`config.mk`:
```
export PLATFORM = sky130hd
export DESIGN_NAME = depth_pixel_backprojection_flat
export DESIGN_NICKNAME = d
export VERILOG_FILES = /design/src/hdl/dpb_pkg.sv /design/src/hdl/dpb_if.sv /design/src/hdl/dpb_ctrl.sv /design/src/hdl/dpb_datapath.sv /design/src/hdl/depth_pixel_backprojection.sv /design/src/flat_wrapper.sv
export VERILOG_INCLUDE_DIRS = /design/src /design/src/hdl
export SDC_FILE = /design/constraint.sdc
export NUM_CORES = 2
export LEC_CHECK = 0
export ABC_AREA = 1
export BUFFER_PORTS_ARGS = -buffer_cell sky130_fd_sc_hd__clkbuf_2
export CORE_ASPECT_RATIO = 1.1
export CORE_MARGIN = 1
export CORE_UTILIZATION = 40
export DETAILED_ROUTE_END_ITERATION = 6
export PLACE_DENSITY_LB_ADDON = 0.05
export SYNTH_ARGS = -nofsm -noshare
export SYNTH_HDL_FRONTEND = slang
export SYNTH_SLANG_ARGS = --single-unit
```
`constraint.sdc`:
```
create_clock -name clk -period 12.9 [get_ports clk]
set_input_delay 3.225 -clock clk [delete_from_list [all_inputs] [get_ports clk]]
set_output_delay 3.225 -clock clk [all_outputs]
set_load 0.02 [all_outputs]
```
`src/hdl/depth_pixel_backprojection_macros.svh`:
```
// assertion macros for the depth pixel back-projection block
// used by the top level only, no other dependencies
`ifndef DEPTH_PIXEL_BACKPROJECTION_MACROS_SVH
`define DEPTH_PIXEL_BACKPROJECTION_MACROS_SVH

// consequent must hold in the same cycle as the antecedent
`define DPB_ASSERT_SAME(lbl, clk, rst_n, ante, cons) \
  lbl: assert property (@(posedge clk) disable iff (!rst_n) (ante) |-> (cons)) \
    else $error("dpb same-cycle check failed");

// consequent must hold in the cycle after the antecedent
`define DPB_ASSERT_NEXT(lbl, clk, rst_n, ante, cons) \
  lbl: assert property (@(posedge clk) disable iff (!rst_n) (ante) |=> (cons)) \
    else $error("dpb next-cycle check failed");

`endif

```
`src/hdl/dpb_pkg.sv`:
```
// shared types and constants of the depth pixel back-projection block
// no dependencies
`default_nettype none

package dpb_pkg;

  localparam int DEPTH_W    = 16;
  localparam int POINT_W    = 24;
  localparam int INV_W      = 24;
  localparam int INV_HALF_W = 12;
  localparam int CENTER_W   = 16;
  localparam int MARGIN_W   = 10;
  localparam int STEP_W     = 5;
  localparam int SIZE_W     = 12;
  localparam int PHASE_W    = 4;
  localparam int CFG_IDX_W  = 3;
  localparam int CFG_DATA_W = 24;
  localparam int FRAC_W     = 28;
  localparam int STEP_MAX   = 16;

  // saturation limits of a signed 24-bit result, as magnitudes
  localparam int OUT_MAX     = 8388607;
  localparam int OUT_MIN_MAG = 8388608;

  localparam logic [INV_W-1:0]    RST_FOCAL_INV = 24'd16777;
  localparam logic [CENTER_W-1:0] RST_CENTER_X  = 16'd5120;
  localparam logic [CENTER_W-1:0] RST_CENTER_Y  = 16'd3840;
  localparam logic [MARGIN_W-1:0] RST_MARGIN    = 10'd0;
  localparam logic [STEP_W-1:0]   RST_STEP      = 5'd1;
  localparam logic [SIZE_W-1:0]   RST_WIDTH     = 12'd640;
  localparam logic [SIZE_W-1:0]   RST_HEIGHT    = 12'd480;

  typedef enum logic [CFG_IDX_W-1:0] {
    CFG_FOCAL_X_INV,
    CFG_FOCAL_Y_INV,
    CFG_CENTER_X,
    CFG_CENTER_Y,
    CFG_BORDER_MARGIN,
    CFG_DECIMATION_STEP,
    CFG_IMAGE_WIDTH,
    CFG_IMAGE_HEIGHT
  } cfg_idx_t;

  typedef enum logic [2:0] {
    OP_NONE,
    OP_LOAD,
    OP_MUL_D,
    OP_MUL_LO,
    OP_MUL_HI,
    OP_ACC,
    OP_FIN,
    OP_EMIT
  } op_t;

  typedef struct packed {
    op_t  op;
    logic axis_y;
  } cmd_t;

  typedef struct packed {
    logic keep;
  } status_t;

endpackage

`default_nettype wire

```
`src/hdl/dpb_if.sv`:
```
// valid/ready stream interfaces for depth words and point words
// depends on dpb_pkg
`default_nettype none

interface dpb_in_if;
  logic                          valid;
  logic                          ready;
  logic [dpb_pkg::DEPTH_W-1:0]   depth_raw;

  modport source(output valid, output depth_raw, input ready);
  modport sink(input valid, input depth_raw, output ready);
endinterface

interface dpb_out_if;
  logic                               valid;
  logic                               ready;
  logic signed [dpb_pkg::POINT_W-1:0] point_x;
  logic signed [dpb_pkg::POINT_W-1:0] point_y;
  logic signed [dpb_pkg::POINT_W-1:0] point_z;

  modport source(output valid, output point_x, output point_y, output point_z, input ready);
  modport sink(input valid, input point_x, input point_y, input point_z, output ready);
endinterface

`default_nettype wire

```
`src/hdl/dpb_ctrl.sv`:
```
// sequencing controller: accepts depth words, steps the datapath through
// the multiply sequence of both axes and owns the result valid flag; uses dpb_pkg
`default_nettype none

module dpb_ctrl (
  input  wire logic             clk,
  input  wire logic             rst_n,
  input  wire logic             in_valid,
  output logic                  in_ready,
  output logic                  out_valid,
  input  wire logic             out_ready,
  input  wire dpb_pkg::status_t status,
  output dpb_pkg::cmd_t         cmd
);

  typedef enum logic [2:0] {
    S_IDLE,
    S_MUL_D,
    S_MUL_LO,
    S_MUL_HI,
    S_ACC,
    S_FIN,
    S_EMIT
  } state_t;

  state_t state_r, state_nxt;
  logic   axis_r, axis_nxt;
  logic   out_valid_r, out_valid_nxt;
  logic   accept;
  logic   out_free;

  assign in_ready  = (state_r == S_IDLE);
  assign out_valid = out_valid_r;
  assign accept    = in_valid && in_ready;
  assign out_free  = !out_valid_r || out_ready;

  always_comb begin
    state_nxt     = state_r;
    axis_nxt      = axis_r;
    out_valid_nxt = out_valid_r && !out_ready;
    cmd.op        = dpb_pkg::OP_NONE;
    cmd.axis_y    = axis_r;
    case (state_r)
      S_IDLE: begin
        if (accept) begin
          cmd.op = dpb_pkg::OP_LOAD;
          if (status.keep) begin
            state_nxt = S_MUL_D;
            axis_nxt  = 1'b0;
          end
        end
      end
      S_MUL_D: begin
        cmd.op    = dpb_pkg::OP_MUL_D;
        state_nxt = S_MUL_LO;
      end
      S_MUL_LO: begin
        cmd.op    = dpb_pkg::OP_MUL_LO;
        state_nxt = S_MUL_HI;
      end
      S_MUL_HI: begin
        cmd.op    = dpb_pkg::OP_MUL_HI;
        state_nxt = S_ACC;
      end
      S_ACC: begin
        cmd.op    = dpb_pkg::OP_ACC;
        state_nxt = S_FIN;
      end
      S_FIN: begin
        cmd.op = dpb_pkg::OP_FIN;
        if (axis_r) begin
          state_nxt = S_EMIT;
        end else begin
          axis_nxt  = 1'b1;
          state_nxt = S_MUL_D;
        end
      end
      S_EMIT: begin
        // wait until the output register is free
        if (out_free) begin
          cmd.op        = dpb_pkg::OP_EMIT;
          out_valid_nxt = 1'b1;
          state_nxt     = S_IDLE;
        end
      end
      default: begin
        state_nxt = S_IDLE;
      end
    endcase
  end

  always_ff @(posedge clk) begin
    if (!rst_n) begin
      state_r     <= S_IDLE;
      axis_r      <= 1'b0;
      out_valid_r <= 1'b0;
    end else begin
      state_r     <= state_nxt;
      axis_r      <= axis_nxt;
      out_valid_r <= out_valid_nxt;
    end
  end

endmodule

`default_nettype wire

```
`src/hdl/dpb_datapath.sv`:
```
// datapath: configuration registers, raster tracking and keep test, shared
// multiplier with accumulator, rounding and saturation, result registers; uses dpb_pkg
`default_nettype none

module dpb_datapath #(
  parameter int MAX_SIDE          = 2048,
  parameter int FORWARD_AXIS_IS_Y = 0
) (
  input  wire logic                                  clk,
  input  wire logic                                  rst_n,
  input  wire logic                                  cfg_we,
  input  wire logic [dpb_pkg::CFG_IDX_W-1:0]         cfg_index,
  input  wire logic [dpb_pkg::CFG_DATA_W-1:0]        cfg_data,
  input  wire logic [dpb_pkg::DEPTH_W-1:0]           in_depth_raw,
  input  wire dpb_pkg::cmd_t                         cmd,
  output dpb_pkg::status_t                           status,
  output logic signed [dpb_pkg::POINT_W-1:0]         point_x,
  output logic signed [dpb_pkg::POINT_W-1:0]         point_y,
  output logic signed [dpb_pkg::POINT_W-1:0]         point_z
);

  localparam int CW  = $clog2(MAX_SIDE);
  localparam int SW  = $clog2(MAX_SIDE + 1);
  localparam int EW  = (SW > dpb_pkg::SIZE_W) ? SW : dpb_pkg::SIZE_W;
  localparam int PW  = EW + 1;
  localparam int DW  = (CW + 4 > dpb_pkg::CENTER_W) ? CW + 4 : dpb_pkg::CENTER_W;
  localparam int PRW = DW + dpb_pkg::DEPTH_W;
  localparam int MW  = PRW + dpb_pkg::DEPTH_W;
  localparam int AW  = PRW + dpb_pkg::INV_W;
  localparam int RW  = AW + 1 - dpb_pkg::FRAC_W;
  localparam int PTW = dpb_pkg::POINT_W;

  localparam logic [EW-1:0] SIDE_LIMIT = EW'(MAX_SIDE);
  localparam logic [RW-1:0] POS_LIMIT  = RW'(dpb_pkg::OUT_MAX);
  localparam logic [RW-1:0] NEG_LIMIT  = RW'(dpb_pkg::OUT_MIN_MAG);
  localparam logic [AW:0]   ROUND_HALF = (AW + 1)'(1) << (dpb_pkg::FRAC_W - 1);

  // configuration registers
  logic [dpb_pkg::INV_W-1:0]    focal_x_inv_r;
  logic [dpb_pkg::INV_W-1:0]    focal_y_inv_r;
  logic [dpb_pkg::CENTER_W-1:0] center_x_r;
  logic [dpb_pkg::CENTER_W-1:0] center_y_r;
  logic [dpb_pkg::MARGIN_W-1:0] margin_r;
  logic [dpb_pkg::STEP_W-1:0]   step_r;
  logic [dpb_pkg::SIZE_W-1:0]   width_r;
  logic [dpb_pkg::SIZE_W-1:0]   height_r;

  // raster state
  logic [CW-1:0]               col_cnt_r;
  logic [CW-1:0]               row_cnt_r;
  logic [dpb_pkg::PHASE_W-1:0] col_phase_r;
  logic [dpb_pkg::PHASE_W-1:0] row_phase_r;

  // latched pixel and arithmetic registers
  logic [dpb_pkg::DEPTH_W-1:0] d_r;
  logic [CW-1:0]               u_r;
  logic [CW-1:0]               v_r;
  logic [MW-1:0]               mul_r;
  logic [PRW-1:0]              p_r;
  logic [AW-1:0]               acc_r;
  logic                        neg_r;
  logic [PTW-1:0]              res_x_r;
  logic [PTW-1:0]              res_y_r;
  logic [PTW-1:0]              pt_x_r;
  logic [PTW-1:0]              pt_y_r;
  logic [PTW-1:0]              pt_z_r;

  logic [EW-1:0]                w_eff;
  logic [EW-1:0]                h_eff;
  logic [dpb_pkg::STEP_W-1:0]   step_eff;
  logic [PW-1:0]                u_p;
  logic [PW-1:0]                v_p;
  logic [PW-1:0]                m_p;
  logic [PW-1:0]                w_p;
  logic [PW-1:0]                h_p;
  logic                         col_in;
  logic                         row_in;
  logic                         col_last;
  logic                         row_last;
  logic [dpb_pkg::PHASE_W-1:0]  col_phase_adv;
  logic [dpb_pkg::PHASE_W-1:0]  row_phase_adv;

  logic [CW-1:0]                pos;
  logic [DW-1:0]                pos16;
  logic [DW-1:0]                cen;
  logic [DW-1:0]                diff;
  logic                         neg_raw;
  logic                         negate;
  logic [dpb_pkg::INV_W-1:0]    inv;
  logic [PRW-1:0]               mul_a;
  logic [dpb_pkg::DEPTH_W-1:0]  mul_b;
  logic [MW-1:0]                mul_prod;
  logic [AW:0]                  rounded;
  logic [RW-1:0]                mag;
  logic [RW-1:0]                mag_clip;
  logic [PTW-1:0]               fin;
  logic [PTW-1:0]               depth_pt;

  function automatic logic [dpb_pkg::PHASE_W-1:0] next_phase(
    input logic [dpb_pkg::PHASE_W-1:0] ph,
    input logic [dpb_pkg::STEP_W-1:0]  step
  );
    logic [dpb_pkg::STEP_W-1:0] n;
    n = dpb_pkg::STEP_W'(ph) + dpb_pkg::STEP_W'(1);
    return (n >= step) ? '0 : n[dpb_pkg::PHASE_W-1:0];
  endfunction

  // effective sizes and step
  always_comb begin
    if (width_r == '0) begin
      w_eff = EW'(1);
    end else if (EW'(width_r) > SIDE_LIMIT) begin
      w_eff = SIDE_LIMIT;
    end else begin
      w_eff = EW'(width_r);
    end
    if (height_r == '0) begin
      h_eff = EW'(1);
    end else if (EW'(height_r) > SIDE_LIMIT) begin
      h_eff = SIDE_LIMIT;
    end else begin
      h_eff = EW'(height_r);
    end
    if (step_r == '0) begin
      step_eff = dpb_pkg::STEP_W'(1);
    end else if (step_r > dpb_pkg::STEP_W'(dpb_pkg::STEP_MAX)) begin
      step_eff = dpb_pkg::STEP_W'(dpb_pkg::STEP_MAX);
    end else begin
      step_eff = step_r;
    end
  end

  assign u_p = PW'(col_cnt_r);
  assign v_p = PW'(row_cnt_r);
  assign m_p = PW'(margin_r);
  assign w_p = PW'(w_eff);
  assign h_p = PW'(h_eff);

  assign col_in   = (u_p >= m_p) && ((u_p + m_p) < w_p);
  assign row_in   = (v_p >= m_p) && ((v_p + m_p) < h_p);
  assign col_last = ((u_p + PW'(1)) >= w_p);
  assign row_last = ((v_p + PW'(1)) >= h_p);
  assign col_phase_adv = next_phase(col_phase_r, step_eff);
  assign row_phase_adv = next_phase(row_phase_r, step_eff);

  assign status.keep = col_in && row_in && (col_phase_r == '0) && (row_phase_r == '0)
                       && (in_depth_raw != '0);

  // operand selection for the shared multiplier
  assign pos     = cmd.axis_y ? v_r : u_r;
  assign pos16   = DW'({pos, 4'b0000});
  assign cen     = DW'(cmd.axis_y ? center_y_r : center_x_r);
  assign neg_raw = (pos16 < cen);
  assign diff    = neg_raw ? (cen - pos16) : (pos16 - cen);
  assign negate  = (FORWARD_AXIS_IS_Y != 0) && cmd.axis_y;
  assign inv     = cmd.axis_y ? focal_y_inv_r : focal_x_inv_r;

  always_comb begin
    case (cmd.op)
      dpb_pkg::OP_MUL_D: begin
        mul_a = PRW'(diff);
        mul_b = d_r;
      end
      dpb_pkg::OP_MUL_LO: begin
        mul_a = mul_r[PRW-1:0];
        mul_b = dpb_pkg::DEPTH_W'(inv[dpb_pkg::INV_HALF_W-1:0]);
      end
      dpb_pkg::OP_MUL_HI: begin
        mul_a = p_r;
        mul_b = dpb_pkg::DEPTH_W'(inv[dpb_pkg::INV_W-1:dpb_pkg::INV_HALF_W]);
      end
      default: begin
        mul_a = '0;
        mul_b = '0;
      end
    endcase
  end

  assign mul_prod = MW'(mul_a) * MW'(mul_b);

  // round half away from zero on the magnitude, then saturate
  assign rounded = (AW + 1)'(acc_r) + ROUND_HALF;
  assign mag     = rounded[AW:dpb_pkg::FRAC_W];

  always_comb begin
    if (neg_r) begin
      mag_clip = (mag > NEG_LIMIT) ? NEG_LIMIT : mag;
      fin      = PTW'(0) - mag_clip[PTW-1:0];
    end else begin
      mag_clip = (mag > POS_LIMIT) ? POS_LIMIT : mag;
      fin      = mag_clip[PTW-1:0];
    end
  end

  assign depth_pt = PTW'(d_r);

  // configuration and raster state
  always_ff @(posedge clk) begin
    if (!rst_n) begin
      focal_x_inv_r <= dpb_pkg::RST_FOCAL_INV;
      focal_y_inv_r <= dpb_pkg::RST_FOCAL_INV;
      center_x_r    <= dpb_pkg::RST_CENTER_X;
      center_y_r    <= dpb_pkg::RST_CENTER_Y;
      margin_r      <= dpb_pkg::RST_MARGIN;
      step_r        <= dpb_pkg::RST_STEP;
      width_r       <= dpb_pkg::RST_WIDTH;
      height_r      <= dpb_pkg::RST_HEIGHT;
      col_cnt_r     <= '0;
      row_cnt_r     <= '0;
      col_phase_r   <= '0;
      row_phase_r   <= '0;
    end else begin
      if (cfg_we) begin
        case (dpb_pkg::cfg_idx_t'(cfg_index))
          dpb_pkg::CFG_FOCAL_X_INV:     focal_x_inv_r <= cfg_data;
          dpb_pkg::CFG_FOCAL_Y_INV:     focal_y_inv_r <= cfg_data;
          dpb_pkg::CFG_CENTER_X:        center_x_r <= cfg_data[dpb_pkg::CENTER_W-1:0];
          dpb_pkg::CFG_CENTER_Y:        center_y_r <= cfg_data[dpb_pkg::CENTER_W-1:0];
          dpb_pkg::CFG_BORDER_MARGIN:   margin_r   <= cfg_data[dpb_pkg::MARGIN_W-1:0];
          dpb_pkg::CFG_DECIMATION_STEP: step_r     <= cfg_data[dpb_pkg::STEP_W-1:0];
          dpb_pkg::CFG_IMAGE_WIDTH:     width_r    <= cfg_data[dpb_pkg::SIZE_W-1:0];
          dpb_pkg::CFG_IMAGE_HEIGHT:    height_r   <= cfg_data[dpb_pkg::SIZE_W-1:0];
          default: begin
          end
        endcase
      end
      if (cmd.op == dpb_pkg::OP_LOAD) begin
        if (col_last) begin
          col_cnt_r   <= '0;
          col_phase_r <= '0;
          if (row_last) begin
            row_cnt_r   <= '0;
            row_phase_r <= '0;
          end else begin
            if (v_p >= m_p) begin
              row_phase_r <= row_phase_adv;
            end
            row_cnt_r <= row_cnt_r + CW'(1);
          end
        end else begin
          if (u_p >= m_p) begin
            col_phase_r <= col_phase_adv;
          end
          col_cnt_r <= col_cnt_r + CW'(1);
        end
      end
    end
  end

  // arithmetic and result registers
  always_ff @(posedge clk) begin
    case (cmd.op)
      dpb_pkg::OP_LOAD: begin
        d_r <= in_depth_raw;
        u_r <= col_cnt_r;
        v_r <= row_cnt_r;
      end
      dpb_pkg::OP_MUL_D: begin
        mul_r <= mul_prod;
        neg_r <= neg_raw ^ negate;
      end
      dpb_pkg::OP_MUL_LO: begin
        p_r   <= mul_r[PRW-1:0];
        mul_r <= mul_prod;
      end
      dpb_pkg::OP_MUL_HI: begin
        acc_r <= AW'(mul_r);
        mul_r <= mul_prod;
      end
      dpb_pkg::OP_ACC: begin
        acc_r <= acc_r + (AW'(mul_r) << dpb_pkg::INV_HALF_W);
      end
      dpb_pkg::OP_FIN: begin
        if (cmd.axis_y) begin
          res_y_r <= fin;
        end else begin
          res_x_r <= fin;
        end
      end
      dpb_pkg::OP_EMIT: begin
        pt_x_r <= res_x_r;
        pt_y_r <= (FORWARD_AXIS_IS_Y != 0) ? depth_pt : res_y_r;
        pt_z_r <= (FORWARD_AXIS_IS_Y != 0) ? res_y_r : depth_pt;
      end
      default: begin
      end
    endcase
  end

  assign point_x = pt_x_r;
  assign point_y = pt_y_r;
  assign point_z = pt_z_r;

endmodule

`default_nettype wire

```
`src/hdl/depth_pixel_backprojection.sv`:
```
// depth pixel back-projection top level: dpb_ctrl and dpb_datapath, dpb_pkg, dpb_if.
// a dropped pixel (margin, grid or zero depth) leaves the input free; a kept pixel shows
//   its point after 5 steps per axis on one 32x16 multiplier.
// throughput: 1 pixel per cycle when dropped; a kept pixel holds the input until it is emitted.
// the result register lets the next pixel be taken while a point waits downstream.
// reset (rst_n low, synchronous): counters and phases to zero, configuration registers to defaults.
`default_nettype none
`include "depth_pixel_backprojection_macros.svh"

module depth_pixel_backprojection #(
  parameter int MAX_SIDE          = 2048,
  parameter int FORWARD_AXIS_IS_Y = 0
) (
  input  wire logic                            clk,
  input  wire logic                            rst_n,
  input  wire logic                            cfg_we,
  input  wire logic [dpb_pkg::CFG_IDX_W-1:0]   cfg_index,
  input  wire logic [dpb_pkg::CFG_DATA_W-1:0]  cfg_data,
  dpb_in_if.sink                               in_pix,
  dpb_out_if.source                            out_pt
);

  dpb_pkg::cmd_t    cmd;
  dpb_pkg::status_t status;

  dpb_ctrl u_ctrl (
    .clk       (clk),
    .rst_n     (rst_n),
    .in_valid  (in_pix.valid),
    .in_ready  (in_pix.ready),
    .out_valid (out_pt.valid),
    .out_ready (out_pt.ready),
    .status    (status),
    .cmd       (cmd)
  );

  dpb_datapath #(
    .MAX_SIDE          (MAX_SIDE),
    .FORWARD_AXIS_IS_Y (FORWARD_AXIS_IS_Y)
  ) u_datapath (
    .clk          (clk),
    .rst_n        (rst_n),
    .cfg_we       (cfg_we),
    .cfg_index    (cfg_index),
    .cfg_data     (cfg_data),
    .in_depth_raw (in_pix.depth_raw),
    .cmd          (cmd),
    .status       (status),
    .point_x      (out_pt.point_x),
    .point_y      (out_pt.point_y),
    .point_z      (out_pt.point_z)
  );

  // a kept word blocks the input while its point is computed
  `DPB_ASSERT_NEXT(a_keep_blocks, clk, rst_n, in_pix.valid && in_pix.ready && status.keep, !in_pix.ready)
  // a point is only written into a free output register
  `DPB_ASSERT_SAME(a_emit_free, clk, rst_n, cmd.op == dpb_pkg::OP_EMIT, !out_pt.valid || out_pt.ready)
  `DPB_ASSERT_NEXT(a_emit_shows, clk, rst_n, cmd.op == dpb_pkg::OP_EMIT, out_pt.valid)
  `DPB_ASSERT_SAME(a_busy_no_accept, clk, rst_n, cmd.op == dpb_pkg::OP_MUL_D || cmd.op == dpb_pkg::OP_FIN, !in_pix.ready)

endmodule

`default_nettype wire

```
`src/flat_wrapper.sv`:
```
// flat-port wrapper written by rule: the top's interface ports become plain ports
module depth_pixel_backprojection_flat 
#(
  parameter int MAX_SIDE          = 2048,
  parameter int FORWARD_AXIS_IS_Y = 0
)
  (clk, rst_n, cfg_we, cfg_index, cfg_data, in_pix_valid, in_pix_depth_raw, in_pix_ready, out_pt_valid, out_pt_point_x, out_pt_point_y, out_pt_point_z, out_pt_ready);
  dpb_in_if in_pix_i ();
  dpb_out_if out_pt_i ();
  input  wire logic clk;
  input  wire logic rst_n;
  input  wire logic cfg_we;
  input  wire logic [dpb_pkg::CFG_IDX_W-1:0] cfg_index;
  input  wire logic [dpb_pkg::CFG_DATA_W-1:0] cfg_data;
  input wire logic [$bits(in_pix_i.valid)-1:0] in_pix_valid;
  input wire logic [$bits(in_pix_i.depth_raw)-1:0] in_pix_depth_raw;
  output wire logic [$bits(in_pix_i.ready)-1:0] in_pix_ready;
  output wire logic [$bits(out_pt_i.valid)-1:0] out_pt_valid;
  output wire logic [$bits(out_pt_i.point_x)-1:0] out_pt_point_x;
  output wire logic [$bits(out_pt_i.point_y)-1:0] out_pt_point_y;
  output wire logic [$bits(out_pt_i.point_z)-1:0] out_pt_point_z;
  input wire logic [$bits(out_pt_i.ready)-1:0] out_pt_ready;
  assign in_pix_i.valid = in_pix_valid;
  assign in_pix_i.depth_raw = in_pix_depth_raw;
  assign in_pix_ready = in_pix_i.ready;
  assign out_pt_valid = out_pt_i.valid;
  assign out_pt_point_x = out_pt_i.point_x;
  assign out_pt_point_y = out_pt_i.point_y;
  assign out_pt_point_z = out_pt_i.point_z;
  assign out_pt_i.ready = out_pt_ready;
  depth_pixel_backprojection #(.MAX_SIDE(MAX_SIDE), .FORWARD_AXIS_IS_Y(FORWARD_AXIS_IS_Y)) u_core (.clk(clk), .rst_n(rst_n), .cfg_we(cfg_we), .cfg_index(cfg_index), .cfg_data(cfg_data), .in_pix(in_pix_i), .out_pt(out_pt_i));
endmodule
```
======== Word level (Yosys, flattened, before mapping) ========
Cells that the tools add are included.
operators by class
  add/sub/neg operators ................... 13
  multipliers ............................. 1
  order comparisons ....................... 14
  eq/ne operators ......................... 23
  muxes and demuxes ....................... 37
  bitwise logic cells ..................... 1
  reductions and logical operators ........ 39
operators with widths
  kind                                                             number
  one-hot mux 56 bit (2 select lines)                              1
  2-to-1 mux 24 bit                                                4
  one-hot mux 32 bit (3 select lines)                              1
  adder 56 x 28 -> 57 bit, second input constant                   1
  adder 56 bit                                                     1
  multiplier 32 x 16 -> 48 bit                                     1
  2-to-1 mux 12 bit                                                4
  one-hot mux 16 bit (3 select lines)                              1
  one-hot mux 3 bit (7 select lines)                               2
  == test 3 bit, second input constant                             11
  2-to-1 mux 11 bit                                                3
  2-to-1 mux 16 bit                                                2
  greater-than comparator 29 x 23 -> 1 bit, second input constant  1
  greater-than comparator 29 x 24 -> 1 bit, second input constant  1
  adder 11 x 1 -> 12 bit, second input constant                    2
  adder 11 x 10 -> 12 bit                                          2
  >= comparator 12 bit                                             2
  greater-than comparator 12 bit, second input constant            2
  logical NOT 12 bit                                               2
  < comparator 12 bit                                              2
  2-to-1 mux 4 bit                                                 6
  AND reduction 2 bit                                              12
  subtractor 1 x 24 -> 24 bit, first input constant                1
  adder 11 x 1 -> 11 bit, second input constant                    2
  other kinds (26)                                                 61
storage, ports and cells
  flip-flop bits (word level) ............. 441
  input port bits ......................... 48
  output and inout bits ................... 74
  logic and storage cells ................. 155

======== Logic depth before layout (Yosys ltp) ========
  word-level depth ........................ 12
  mapped depth ............................ 53
  depth with buffers taken out ............ 48

======== Modules after synthesis ========
A second synthesis with hierarchy kept.
second synthesis, totals
  cells, all modules ...................... 4844
  area, all modules ....................... 40080.9 um^2
modules (own cells, without submodules)
  module        instances  cells each  area an instance (um^2)
  dpb_datapath  1          4794        39760.6
  dpb_ctrl      1          50          320.3

======== Worst setup path after synthesis ========
Ideal clock, no wire load.
  path type ............................... reg-to-reg
  start point ............................. register u_core.u_ctrl.axis_r
  end point ............................... register u_core.u_datapath.mul_r[41], data pin
  setup time .............................. 0.259 ns
  arrival time ............................ 8.542 ns
  data required time ...................... 12.641 ns
  slack ................................... 4.099 ns
  cell stages (with the launch flop) ...... 49
  path buffers ............................ 7
  path through ............................ dfxtp_1 -> buf_6 -> clkbuf_1 -> clkbuf_1 -> buf_2 -> clkbuf_1 -> mux2i_1 -> ha_1 -> fa_1 -> inv_1 -> o21ai_1 -> nand2_1 -> nand2_1 -> nand2_1 -> o211ai_2 -> nand2_1 -> nand2_1 -> nand2_1 -> [13 not listed] -> fa_1 -> fa_1 -> inv_1 -> fa_1 -> inv_1 -> ha_1 -> a21oi_1 -> inv_1 -> a21oi_1 -> o21ai_0 -> a21oi_1 -> o21ai_0 -> nand2_1 -> nand2_1 -> a21oi_1 -> nand3b_1 -> nand2_1 -> xor2_1
on the way
  longest elaborated chain between the ends .. 5
  elaborated cells between the ends (all ways) .. 10
  those cells by class .................... add/sub: 2; mul: 1; order compare: 1; mux: 6
RTL lines
  element                                                        RTL line                                  RTL
  from (decl)                                                    dpb_ctrl.sv:27                            logic axis_r, axis_nxt;
  from (signal assigned)                                         dpb_ctrl.sv:99                            axis_r <= axis_nxt;
  2-to-1 mux 16 bit / 2-to-1 mux 11 bit (equally long branches)  dpb_datapath.sv:152, dpb_datapath.sv:150
  subtractor 15 x 16 -> 16 bit (tied with other cells)           dpb_datapath.sv:154                       assign diff = neg_raw ? (cen - pos16) : (pos16 - cen);
  2-to-1 mux 16 bit                                              dpb_datapath.sv:154
  one-hot mux 32 bit (3 select lines)                            dpb_datapath.sv:159                       case (cmd.op)
  multiplier 32 x 16 -> 48 bit (*)                               dpb_datapath.sv:179                       assign mul_prod = MW'(mul_a) * MW'(mul_b);
  via u_core.u_datapath.mul_prod[41]                             dpb_datapath.sv:92                        logic [MW-1:0] mul_prod;
  to (signal assigned)                                           dpb_datapath.sv:259                       mul_r <= mul_prod;
  to (signal assigned)                                           dpb_datapath.sv:264                       mul_r <= mul_prod;
  to (signal assigned)                                           dpb_datapath.sv:268                       mul_r <= mul_prod;
  to (decl)                                                      dpb_datapath.sv:58                        logic [MW-1:0] mul_r;
The timed path passes the listed nets; every way through them passes the cells marked *.
A chain may end at the register's enable or synchronous reset.

======== Worst setup path in the final report ========
  start point ............................. register u_core.u_ctrl.axis_r
  end point ............................... register u_core.u_datapath.mul_r[43], data pin
Same word-level chain as after synthesis.

==> results.txt <==
Status: complete, no violations
1st-pass router iterations: 6
Largest net degree at the start of global routing: 94
Final setup viols: 0
Worst Clk Skew: 0.0189 ns
Final Slew Violations: 0
CP Launch Type: flip-flop
Sw Ratio: 45.9%
Total gr overflow: 0
Layout fillers: 10100
Top cell by count, worst path: nand2_1
Std cell rows: 121
Max incr delay on CP: 0.63 ns
WP buf/inv: 11
Finished Layout Cells: 6319
Starting Density: 40.4%
Post-CTS Setup Bufs: 0
Top Family by Delay on Critical Path: adder cells
Global-route wire length before repair: 187000 um
CTS Sinks: 429
Commonest cells after routing, fill and taps aside: nand2_1, inv_1, nor2_1
Vias post-DR: 31900
Resize count post-CTS: 0
Core area: 0.0993 sq mm
P_sw: 3.15 mW
Clock share of power: 20.9%
Least-Margin Pin Slew: 1.20 ns
Fin crit period: 10.74 ns
Yosys top cell area share: 21.0%
F_max: 93.1 MHz
Die extent in y: 334 um
Crit end category: flip-flop
Worst-case clock buffer depth: 3
Flop pwr share: 28.9%
Drt via density: 5.05
Crit path max fanout: 56
Async set-or-reset flop fraction in the synthesized netlist: 0%
Commonest non-fill, non-tap cell in the layout: nand2_1
DRT Wirelength: 120000 um
Hold_ws: 0.417 ns
Critical Path AT: 11.09 ns
Leakage: 21.1 nW
Maxcap violations: 0
ANT cells: 0
Number of global-route vias before repair: 32100
Fin area: 0.0440 sq mm
Mapped Cells: 4859
IO Port Bufs: 113
Top_reg_cell synth: edfxtp_1
DP HPWL: 93600 um
CTS clock-pin slew for the worst setup and hold paths: 0.06 ns
Post-route core utilization: 44.3%
Post-synth EDFFs: 275
Dpl cell area: 0.0424 sq mm
Class of the worst hold path: flip-flop to flip-flop
Synth unique cells: 71
CTS buffer count: 49
Slew margin rel.: 20.0%
Crit Path Category: flip-flop to flip-flop
Die area: 0.102 sq mm
WP data required: 13.26 ns
Clock root cell: clkbuf_16
Hold-fix buffers, CTS: 0
Design Power: 6.86 mW
Synthesized area per cell: 8.27 sq um
Initial antenna violation count: 1
Post-route ant nets: 0
Final TNS setup: 0 ns
Reg2reg setup slack: 2.16 ns
Maximum vdd drop: 0.121 mV
Width of the die: 304 um
Yosys top cell by area: fa_1
Iteration-0 DRC Markers: 2010
Worst setup margin: 2.16 ns
CTS tree: done
Syn Std Cell Area: 0.0402 sq mm
RePlAce Congestion: 0.883
Cell count after placement: 6228
Tcrit/Tclk final: 83.2%
Yosys warns: 0
Post-route DRC: 0
Drt wl/cell: 19.0 um
Synth top area cells: fa_1, edfxtp_1, nand2_1
Slowest CP cell: fa_1
Comb pwr share: 50.1%
Fin nets: 5747
H-tree depth reported by CTS: 2
Dpl ws: 2.21 ns
Power Density: 156 mW/mm^2
# IOs: 122
Sequential cell area fraction in the yosys report: 28.2%
Int Power: 3.71 mW
GR Util All Layers: 23.7%
Setup repair after global routing missed its margin: false
Final Hold Vio Count: 0
Worst skew pair latency: 0.61 ns
Share of cells above drive strength 1: 7.32%
Area growth syn-to-layout: 9.52%
Post-synthesis register bit count: 429
-- path summary, 6_finish.rpt --
| path | from | endpoint | cells past startpoint |
|---|---|---|---|
| max | u_core.u_ctrl.axis_r | u_core.u_datapath.mul_r[43] | 43 |
| min | u_core.u_datapath.res_x_r[0] | u_core.u_datapath.point_x[0] | 0 |
| max reg2reg | u_core.u_ctrl.axis_r | u_core.u_datapath.mul_r[43] | 43 |
| min reg2reg | u_core.u_datapath.res_x_r[0] | u_core.u_datapath.point_x[0] | 0 |
-- power by group through the flow --
stage	clock network [mW]	logic, mW	registers [mW]
global route	1.53	3.87	2.00
finish	1.44	3.44	1.98
CTS	1.47	3.46	1.99
floorplan	0	2.41	1.89
detailed placement	0	3.44	2.02
global placement	0	3.44	2.02
-- metal layers --
| layer | track usage (%) | vias up | wire, um |
|---|---|---|---|
| li1 | - | 15600 | - |
| met1 | 32.9 | 15500 | 55500 |
| met2 | 39.1 | 744 | 55600 |
| met3 | 2.93 | 151 | 5760 |
| met4 | 6.36 | 0 | 3170 |
| met5 | 0 | - | 0 |
-- worst reg2reg max path, delay by kind of cell (launching register included) --
family | cells | cell delay [ns]
buffers and inverters | 11 | 2.21
flip-flops | 1 | 0.31
AO/OA/AOI/OAI | 6 | 1.54
adder cells (fa/ha/maj) | 8 | 3.95
XOR/XNOR | 1 | 0.15
AND/OR/NAND/NOR | 17 | 2.35
-- Yosys cell counts (12+ instances only) --
cell      number
ha_1         289
clkbuf_1     116
nand3_1      138
nor2_1       467
nand2_2       20
fa_1         422
o21bai_1      21
xnor2_1       34
a31oi_1       16
edfxtp_1     275
o21ai_0      276
nand4_1       27
o211ai_1      12
nand2_1     1032
a22oi_1       18
nor4_1        16
o21ai_1       15
a21oi_1      298
dfxtp_1      154
buf_2         13
nor3_1        35
or2_2         40
xor2_1        78
inv_1        873
-- final cells by class --
cell class / count / area [sq um] / area share, %
Sequential cell: 429 / 11300 / 25.8
Tap cell: 1291 / 1620 / 3.67
Clock inverter: 24 / 250 / 0.569
Inverter: 888 / 3340 / 7.58
Multi-Input combinational cell: 3456 / 25100 / 57.1
Timing Repair Buffer: 164 / 951 / 2.16
Clock buffer: 67 / 1380 / 3.13
-- registers in the layout, summed over array words and instances, names as in the netlist, 5 cells and up --
name	count
u_core.u_datapath.v_r	11
u_core.u_datapath.p_r	32
u_core.u_datapath.u_r	11
u_core.u_datapath.row_cnt_r	11
u_core.u_datapath.focal_y_inv_r	24
u_core.u_datapath.col_cnt_r	11
u_core.u_datapath.margin_r	10
u_core.u_datapath.acc_r	44
u_core.u_datapath.center_x_r	16
u_core.u_datapath.res_x_r	24
u_core.u_datapath.point_y	24
u_core.u_datapath.point_z	16
u_core.u_datapath.center_y_r	16
u_core.u_datapath.height_r	12
u_core.u_datapath.mul_r	48
u_core.u_datapath.focal_x_inv_r	24
u_core.u_datapath.d_r	16
u_core.u_datapath.width_r	12
u_core.u_datapath.res_y_r	24
u_core.u_datapath.step_r	5
u_core.u_datapath.point_x	24
-- cells by family (layout without fill, tap and decap cells) --
logic type	count (synthesis)	in the layout	synth area share [%]
fa+ha+maj	711	711	30.0
other cells	2	72	0.0187
buf+inv	1044	1143	10.0
compound gates	745	745	10.5
xor+xnor	115	115	2.56
flops	429	429	28.2
simple gates	1812	1812	18.6
mux	1	1	0.0249
(Power assumes the default switching activity.)
